**config.mk**
```make
export PLATFORM = sky130hd
export DESIGN_NAME = sorted_key_list_engine
export DESIGN_NICKNAME = d
export VERILOG_FILES = /design/src/design/skl_pkg.sv /design/src/design/skl_ctrl.sv /design/src/design/skl_datapath.sv /design/src/design/sorted_key_list_engine.sv
export SDC_FILE = /design/constraint.sdc
export NUM_CORES = 2
export LEC_CHECK = 0
export BUFFER_PORTS_ARGS = -buffer_cell sky130_fd_sc_hd__buf_2
export CAP_MARGIN = 20
export CORE_MARGIN = 2
export CORE_UTILIZATION = 58
export DETAILED_ROUTE_END_ITERATION = 10
export PLACE_DENSITY = 0.78
export SLEW_MARGIN = 20
export SYNTH_ARGS = -nofsm -noshare
export SYNTH_HDL_FRONTEND = slang
export SYNTH_SLANG_ARGS = --single-unit
```
**constraint.sdc**
```tcl
create_clock -name clk -period 6.4 [get_ports clk]
set_input_delay 0.32 -clock clk [delete_from_list [all_inputs] [get_ports clk]]
set_output_delay 0.32 -clock clk [all_outputs]
set_load 0.02 [all_outputs]
```
**src/design/skl_pkg.sv**
```systemverilog
package skl_pkg;

  localparam logic [1:0] MODE_INSERT = 2'd0;
  localparam logic [1:0] MODE_REMOVE = 2'd1;
  localparam logic [1:0] MODE_READ   = 2'd2;

  localparam logic [1:0] ST_OK       = 2'd0;
  localparam logic [1:0] ST_FULL     = 2'd1;
  localparam logic [1:0] ST_NOTFOUND = 2'd2;
  localparam logic [1:0] ST_EMPTY    = 2'd3;

  localparam int YEAR_W  = 16;
  localparam int FLOW_W  = 32;
  localparam int COUNT_W = 5;

  // Commands from the controller to the datapath.
  typedef struct packed {
    logic capture;    // latch a request and register the key compares
    logic apply;      // commit insert or remove, load a single result
    logic read_step;  // emit the head entry and rotate the row
  } skl_cmd_t;

  // Status from the datapath to the controller.
  typedef struct packed {
    logic out_free;
    logic is_read;
    logic count_zero;
    logic read_last;
  } skl_stat_t;

endpackage

```
**src/design/skl_ctrl.sv**
```systemverilog
module skl_ctrl (
  input  logic              clk,
  input  logic              rst_n,
  input  logic              in_valid,
  output logic              in_stall,
  output skl_pkg::skl_cmd_t cmd,
  input  skl_pkg::skl_stat_t stat
);

  localparam logic [1:0] S_IDLE = 2'd0;
  localparam logic [1:0] S_EXEC = 2'd1;
  localparam logic [1:0] S_READ = 2'd2;

  logic [1:0] state_r;
  logic [1:0] state_nxt;

  assign in_stall = (state_r != S_IDLE);

  always_comb begin
    state_nxt     = state_r;
    cmd           = '0;
    unique case (state_r)
      S_IDLE: begin
        if (in_valid) begin
          cmd.capture = 1'b1;
          state_nxt   = S_EXEC;
        end
      end
      S_EXEC: begin
        if (stat.is_read && !stat.count_zero) begin
          state_nxt = S_READ;
        end else if (stat.out_free) begin
          cmd.apply = 1'b1;
          state_nxt = S_IDLE;
        end
      end
      S_READ: begin
        if (stat.out_free) begin
          cmd.read_step = 1'b1;
          if (stat.read_last) begin
            state_nxt = S_IDLE;
          end
        end
      end
      default: begin
        state_nxt = S_IDLE;
      end
    endcase
  end

  always_ff @(posedge clk) begin
    if (!rst_n) begin
      state_r <= S_IDLE;
    end else begin
      state_r <= state_nxt;
    end
  end

endmodule

```
**src/design/skl_datapath.sv**
```systemverilog
module skl_datapath #(
  parameter int CAPACITY = 16
) (
  input  logic                              clk,
  input  logic                              rst_n,
  input  logic [1:0]                        in_mode,
  input  logic [skl_pkg::YEAR_W-1:0]        in_key_year,
  input  logic [skl_pkg::FLOW_W-1:0]        in_flow_value,
  input  skl_pkg::skl_cmd_t                 cmd,
  output skl_pkg::skl_stat_t                stat,
  input  logic                              out_stall,
  output logic                              out_valid,
  output logic [1:0]                        out_status,
  output logic [skl_pkg::YEAR_W-1:0]        out_year,
  output logic [skl_pkg::FLOW_W-1:0]        out_flow,
  output logic                              out_last,
  output logic [skl_pkg::COUNT_W-1:0]       out_entry_count
);

  localparam int CW = $clog2(CAPACITY + 1);

  // Row of cells, kept sorted by year below count_r.
  logic [skl_pkg::YEAR_W-1:0] year_r   [CAPACITY];
  logic [skl_pkg::FLOW_W-1:0] flow_r   [CAPACITY];
  logic [skl_pkg::YEAR_W-1:0] year_nxt [CAPACITY];
  logic [skl_pkg::FLOW_W-1:0] flow_nxt [CAPACITY];

  logic [CW-1:0]              count_r;
  logic [CW-1:0]              count_nxt;
  logic [CW-1:0]              rd_cnt_r;
  logic [1:0]                 mode_r;
  logic [skl_pkg::YEAR_W-1:0] key_r;
  logic [skl_pkg::FLOW_W-1:0] flow_in_r;
  logic [CAPACITY-1:0]        ge_r;
  logic [CAPACITY-1:0]        ge_nxt;
  logic [CAPACITY-1:0]        hit_first;
  logic                       found_r;

  logic                       full;
  logic                       do_ins;
  logic                       do_rem;
  logic                       do_rot;
  logic                       read_last;
  logic [1:0]                 single_status;
  logic [CW+skl_pkg::COUNT_W-1:0] cnt_nxt_ext;
  logic [CW+skl_pkg::COUNT_W-1:0] cnt_cur_ext;

  assign full      = (count_r == CW'(CAPACITY));
  assign read_last = (rd_cnt_r == count_r - CW'(1));
  assign do_ins    = cmd.apply && (mode_r == skl_pkg::MODE_INSERT) && !full;
  assign do_rem    = cmd.apply && (mode_r == skl_pkg::MODE_REMOVE) && found_r;
  assign do_rot    = cmd.read_step;

  // Every cell compares against the incoming key in parallel. Because the row is
  // sorted, the first cell at or above the key is where an insert lands and where
  // the first match of a remove must sit.
  for (genvar g = 0; g < CAPACITY; g++) begin : g_cmp
    localparam logic [CW-1:0] IDX = CW'(g);
    assign ge_nxt[g] = (IDX < count_r) && (year_r[g] >= in_key_year);
    if (g == 0) begin : g_head
      assign hit_first[g] = (IDX < count_r) && (year_r[g] == in_key_year);
    end else begin : g_body
      assign hit_first[g] = (IDX < count_r) && (year_r[g] == in_key_year) &&
                            (year_r[g-1] != in_key_year);
    end
  end

  for (genvar g = 0; g < CAPACITY; g++) begin : g_cell
    localparam logic [CW-1:0] IDX  = CW'(g);
    localparam logic [CW-1:0] IDX1 = CW'(g + 1);
    logic [skl_pkg::YEAR_W-1:0] prev_year;
    logic [skl_pkg::FLOW_W-1:0] prev_flow;
    logic [skl_pkg::YEAR_W-1:0] next_year;
    logic [skl_pkg::FLOW_W-1:0] next_flow;
    logic                       prev_ge;

    if (g == 0) begin : g_first
      assign prev_year = year_r[0];
      assign prev_flow = flow_r[0];
      assign prev_ge   = 1'b0;
    end else begin : g_mid
      assign prev_year = year_r[g-1];
      assign prev_flow = flow_r[g-1];
      assign prev_ge   = ge_r[g-1];
    end

    if (g == CAPACITY - 1) begin : g_last
      assign next_year = year_r[g];
      assign next_flow = flow_r[g];
    end else begin : g_notlast
      assign next_year = year_r[g+1];
      assign next_flow = flow_r[g+1];
    end

    always_comb begin
      year_nxt[g] = year_r[g];
      flow_nxt[g] = flow_r[g];
      if (do_ins) begin
        if (prev_ge) begin
          year_nxt[g] = prev_year;
          flow_nxt[g] = prev_flow;
        end else if (ge_r[g] || (IDX == count_r)) begin
          year_nxt[g] = key_r;
          flow_nxt[g] = flow_in_r;
        end
      end else if (do_rem) begin
        if (ge_r[g]) begin
          year_nxt[g] = next_year;
          flow_nxt[g] = next_flow;
        end
      end else if (do_rot) begin
        // The occupied part of the row turns by one, so after a full read-all
        // every entry is back in place.
        if (IDX1 < count_r) begin
          year_nxt[g] = next_year;
          flow_nxt[g] = next_flow;
        end else if (IDX1 == count_r) begin
          year_nxt[g] = year_r[0];
          flow_nxt[g] = flow_r[0];
        end
      end
    end

    always_ff @(posedge clk) begin
      year_r[g] <= year_nxt[g];
      flow_r[g] <= flow_nxt[g];
    end
  end

  always_comb begin
    count_nxt = count_r;
    if (do_ins) begin
      count_nxt = count_r + CW'(1);
    end else if (do_rem) begin
      count_nxt = count_r - CW'(1);
    end
  end

  always_comb begin
    case (mode_r)
      skl_pkg::MODE_INSERT: single_status = full ? skl_pkg::ST_FULL : skl_pkg::ST_OK;
      skl_pkg::MODE_REMOVE: single_status = found_r ? skl_pkg::ST_OK : skl_pkg::ST_NOTFOUND;
      skl_pkg::MODE_READ:   single_status = skl_pkg::ST_EMPTY;
      default:              single_status = skl_pkg::ST_OK;
    endcase
  end

  assign cnt_nxt_ext = {{skl_pkg::COUNT_W{1'b0}}, count_nxt};
  assign cnt_cur_ext = {{skl_pkg::COUNT_W{1'b0}}, count_r};

  assign stat.out_free   = !out_valid || !out_stall;
  assign stat.is_read    = (mode_r == skl_pkg::MODE_READ);
  assign stat.count_zero = (count_r == '0);
  assign stat.read_last  = read_last;

  always_ff @(posedge clk) begin
    if (!rst_n) begin
      count_r   <= '0;
      out_valid <= 1'b0;
    end else begin
      count_r <= count_nxt;
      if (cmd.apply || cmd.read_step) begin
        out_valid <= 1'b1;
      end else if (!out_stall) begin
        out_valid <= 1'b0;
      end
    end
  end

  always_ff @(posedge clk) begin
    if (cmd.capture) begin
      mode_r    <= in_mode;
      key_r     <= in_key_year;
      flow_in_r <= in_flow_value;
      ge_r      <= ge_nxt;
      found_r   <= |hit_first;
      rd_cnt_r  <= '0;
    end else if (cmd.read_step) begin
      rd_cnt_r <= rd_cnt_r + CW'(1);
    end
    if (cmd.apply) begin
      out_status      <= single_status;
      out_year        <= '0;
      out_flow        <= '0;
      out_last        <= 1'b1;
      out_entry_count <= cnt_nxt_ext[skl_pkg::COUNT_W-1:0];
    end else if (cmd.read_step) begin
      out_status      <= skl_pkg::ST_OK;
      out_year        <= year_r[0];
      out_flow        <= flow_r[0];
      out_last        <= read_last;
      out_entry_count <= cnt_cur_ext[skl_pkg::COUNT_W-1:0];
    end
  end

endmodule

```
**src/design/sorted_key_list_engine.sv**
```systemverilog
// Sorted key list engine: holds up to CAPACITY (year, flow) entries in ascending
// year order. Requests arrive on the in_ channel (in_valid, in_stall) carrying a
// mode, a key year and a flow payload; results leave on the out_ channel
// (out_valid, out_stall). An insert places the entry ahead of any equal years,
// a remove deletes the first matching year, and a read-all emits every entry in
// order with out_last on the final one (an empty store gives one empty result).
// Insert, remove and the unused mode give one result each, with out_last set.
// An insert or remove has its key compares registered when the request is taken;
// its change is then committed and its result loaded into the output register
// once that register is free, and no new request is taken before then. A read-all
// passes through the same compare step and then emits its entries from the read
// state. The compare step registers the key compare of every cell in parallel;
// the apply step shifts the cell row, and a read-all turns the row by one entry
// per cycle, unless out_stall holds the output, while the head entry is emitted.
// One request is in flight at a time: in_stall stays high until its last result
// has been loaded into the output register. When out_stall is high with out_valid
// set, the output register holds its result and the engine waits, losing nothing.
// A synchronous active-low reset empties the store and clears both channels.
module sorted_key_list_engine #(
  parameter int CAPACITY = 16
) (
  input  logic                        clk,
  input  logic                        rst_n,
  input  logic                        in_valid,
  output logic                        in_stall,
  input  logic [1:0]                  in_mode,
  input  logic [skl_pkg::YEAR_W-1:0]  in_key_year,
  input  logic [skl_pkg::FLOW_W-1:0]  in_flow_value,
  output logic                        out_valid,
  input  logic                        out_stall,
  output logic [1:0]                  out_status,
  output logic [skl_pkg::YEAR_W-1:0]  out_year,
  output logic [skl_pkg::FLOW_W-1:0]  out_flow,
  output logic                        out_last,
  output logic [skl_pkg::COUNT_W-1:0] out_entry_count
);

  skl_pkg::skl_cmd_t  cmd;
  skl_pkg::skl_stat_t stat;

  skl_ctrl u_ctrl (
    .clk      (clk),
    .rst_n    (rst_n),
    .in_valid (in_valid),
    .in_stall (in_stall),
    .cmd      (cmd),
    .stat     (stat)
  );

  skl_datapath #(
    .CAPACITY (CAPACITY)
  ) u_datapath (
    .clk             (clk),
    .rst_n           (rst_n),
    .in_mode         (in_mode),
    .in_key_year     (in_key_year),
    .in_flow_value   (in_flow_value),
    .cmd             (cmd),
    .stat            (stat),
    .out_stall       (out_stall),
    .out_valid       (out_valid),
    .out_status      (out_status),
    .out_year        (out_year),
    .out_flow        (out_flow),
    .out_last        (out_last),
    .out_entry_count (out_entry_count)
  );

  // A request taken always leaves the input side busy for the next cycle.
  a_busy_after_accept: assert property (@(posedge clk) disable iff (!rst_n)
    (in_valid && !in_stall) |=> in_stall)
    else $error("input accepted again right after a request");

  // Only a final result (out_last set) can carry a status other than ok.
  a_nonlast_ok: assert property (@(posedge clk) disable iff (!rst_n)
    (out_valid && !out_last) |-> (out_status == skl_pkg::ST_OK))
    else $error("intermediate read result with non-ok status");

  // An empty-store result is a single final result with a zero count.
  a_empty_result: assert property (@(posedge clk) disable iff (!rst_n)
    (out_valid && (out_status == skl_pkg::ST_EMPTY)) |->
      (out_last && (out_entry_count == '0)))
    else $error("empty-store result malformed");

  // The controller never issues two commands at once.
  a_one_cmd: assert property (@(posedge clk) disable iff (!rst_n)
    $onehot0({cmd.capture, cmd.apply, cmd.read_step}))
    else $error("conflicting datapath commands");

endmodule
```
==> flow_metrics.py <==
metrics = {
    "die": {
        "die_y_um": 314.6,
        "fp-row-count": 113,
        "start_util": 0.5870,
        "ioPinCount": 112,
        "die_w_um": 314.6,
        "die-area_mm2": 0.09894,
        "core_mm2": 0.09529,
    },
    "clocking": {
        "clock_sinks": 904,
        "cts-root-buf": "clkbuf_16",
        "cts_setup_buffers": 0,
        "cts.clk_slew.worst_paths_ps": 60,
        "cts_buffers": 102,
        "clock_latency_ps": 720,
        "clock_path_buffers": 3,
        "tritoncts": "yes",
        "h-tree-depth": 3,
    },
    "timing": {
        "fmax_mhz": 211.0,
        "post-route-min-period_ps": 4740,
        "slew_headroom": 0.1938,
        "slew_violations": 0,
        "hold_viol_final": 0,
        "finalSetupTns_ps": 0,
        "setup_violations": 0,
        "skew_ps": 38.88,
        "rsz0062_at_grt": "no",
        "hold_slack_ps": 195.0,
        "worst_pin_slew_ps": 1209,
        "period_share": 0.7406,
    },
    "detailed_routing": {
        "wl_um": 202800,
        "avgViaCountPerCell": 7.083,
        "ant_nets": 0,
        "drt_pass1_iterations": 7,
        "via_count": 51102,
        "drcViolationCount": 0,
        "wl_per_cell_um": 28.11,
        "drt_iter0_markers": 8814,
    },
    "worst_setup_path": {
        "startpoint_type": "flip-flop",
        "crit_fanout": 242,
        "arrival_ps": 5110,
        "r2r_setup_slack_ps": 1660,
        "required_ps": 6770,
        "cp-startpoint": "u_datapath.count_r[1]",
        "rr_startpoint": "u_datapath.count_r[1]",
        "r2r_end": "u_datapath.flow_r[0][162]",
        "critPathKind": "flip-flop to flip-flop",
        "end_kind": "flip-flop",
        "r2r_cells": 8,
    },
    "logic_synthesis": {
        "async_flop_share": 0,
        "synth.top_cell.area_share": 0.4520,
        "synth_warnings": 0,
        "synth_edf_count": 842,
        "synth_cells": 6133,
        "synth.most_common_cell": "nand2_1",
        "synth.ff_latch_count": 904,
        "ys_seq_area_frac": 0.4742,
        "synth_nets": 6449,
        "synth_cell_types": 54,
        "ys_top_cells_by_count": "1,569 x nand2_1, 842 x edfxtp_1, 642 x a211oi_1, 630 x a31oi_1, 626 x nor2b_1",
        "avgSynthCellArea_um2": 9.121,
        "syn_area_mm2": 0.05594,
        "synth_flop_cell": "edfxtp_1",
        "synth_area_leader_cell": "edfxtp_1",
        "yosys-top-cells-area": "edfxtp_1 45%, nand2_1 11%, a211oi_1 8.6%",
    },
    "placement": {
        "post-dp-hpwl_um": 115700,
        "post_dp_cell_area_mm2": 0.05678,
        "globalplace.congestion": 0.9880,
        "dp.cells": 6969,
        "portBuffers": 111,
    },
    "status": {
        "status": "finished, final reports clean",
    },
    "power_and_ir_drop": {
        "pwr-share-clk": 0.414,
        "ir_drop_uv": 211.9,
        "power_frac_comb": 0.120,
        "netSwitchingFraction": 0.2736,
        "leakage_nw": 21.99,
        "p_total_mw": 14.90,
        "internal-power_mw": 10.82,
        "pwr-share-seq": 0.466,
        "p_sw_mw": 4.077,
        "power.density_mw_per_mm2": 245.0,
    },
    "final_layout": {
        "nFillCells": 7707,
        "area_delta_synth_final_pct": 8.710,
        "instances_no_fill": 7215,
        "fin_nets": 6177,
        "layout-drive-gt1-share": 0.07095,
        "fin_area_mm2": 0.06081,
    },
    "hold_path": {
        "hold_end": "u_datapath.key_r[0]",
        "worstHoldPathType": "primary input to flip-flop",
        "hold_depth": 1,
        "hp-start": "in_key_year[0]",
    },
    "global_route": {
        "grt_pass1_vias": 47579,
        "grt.total_usage": 0.3978,
        "antenna_found_initial": 7,
        "overflow": 0,
        "grt_max_degree": 243,
        "grt_first_pass_wirelength_um": 297600,
    },
    "flow_run": {
        "cap_violations": 0,
    },
}
==> final cells by class <==
cell class                 instances  area, µm²  share of cell area
sequential                       904      26530              0.4362
timing repair buffer             256       1918             0.03154
inverter                          94      352.8            0.005802
tap                             1265       1583             0.02603
clock inverter                    48      510.5            0.008395
antenna                            2      5.005          0.00008230
clock buffer                     143       2933             0.04823
multi-input combinational       4503      26980              0.4437
==> layout by cell type, fill, tap and decap left out, types with 50 or more instances in the layout <==
cell type / count
nor2b_1: 626
a21o_1: 107
nand2_1: 1558
mux2i_1: 51
dfxtp_1: 62
nand4_1: 64
buf_2: 111
ha_1: 262
a211oi_1: 642
dlygate4sd3_1: 50
nor2_1: 60
a21oi_1: 191
buf_4: 84
o21ai_0: 84
a31oi_1: 630
edfxtp_1: 842
clkbuf_16: 104
inv_1: 94
==> worst max-delay path, cell delays in order (launching register included) <==
cell	delay, ps
dfxtp_1	450
inv_1	180
ha_1	330
nor4bb_1	430
or4b_4	260
or2_4	630
buf_12	750
buf_4	930
a31oi_1	280
==> registers in the layout (all words and copies together), names as in the netlist <==
signal and flops:
u_datapath.flow_r 512, u_datapath.year_r 256, u_datapath.out_year 16, u_datapath.out_entry_count 5, u_datapath.flow_in_r 32, u_datapath.mode_r 2, u_datapath.out_flow 32, u_datapath.out_status 2
u_datapath.rd_cnt_r 5, u_datapath.out_last 1, u_datapath.count_r 5, u_datapath.ge_r 16, u_datapath.key_r 16, u_datapath.found_r 1, u_datapath.out_valid 1, u_ctrl.state_r 2
==> power groups by stage <==
stage | Combinational [mW] | Sequential, mW | Clock, mW
after floorplan | 1.20 | 6.92 | 0
after global placement | 1.58 | 7.05 | 0
after detailed placement | 1.67 | 7.05 | 0
after CTS | 1.71 | 6.93 | 6.14
after global routing | 1.90 | 6.95 | 6.35
final | 1.79 | 6.94 | 6.16
==> cell families after synthesis <==
| family | synth area share |
|---|---|
| and+or+nand+nor | 0.1960 |
| muxes | 0.009328 |
| xor gates and xnor gates | 0.002349 |
| adders and majority gates | 0.05861 |
| buffers and inverters | 0.04952 |
| DFF | 0.4742 |
| AOI/OAI and AO/OA | 0.2099 |
==> per-stage QoR <==
step / setup WS (ps) / util
after floorplan: 305.0 / -
after global placement: 1937 / 0.5952
after detailed placement: 1802 / 0.5959
after CTS: 1824 / 0.6373
after global routing: 1319 / 0.6381
final: 1660 / 0.6381
==> routing by layer <==
metal  up-vias  track usage  part of all wire
li1      21893            -                 -
met2      4420       0.5583              0.41
met3       673       0.1323              0.17
met5         -            0           0.00063
met1     24108       0.5536              0.37
met4         8       0.1889             0.051
==> timing repair <==
action	4_1_cts	5_1_grt
hold buffers	50	0
gates resized for setup	0	0
hold endpoints to repair	50	0
==> worst max-delay path by stage <==
stage,end,cells after the start
finish,u_datapath.flow_r[0][162],8
CTS,u_datapath.flow_r[0][82],8
global route,u_datapath.flow_r[0][235],9
detailed placement,u_datapath.flow_r[0][87],8
floorplan,u_datapath.flow_r[1][224],10
global placement,u_datapath.flow_r[1][242],8
Power figures use the tool's default switching activity.
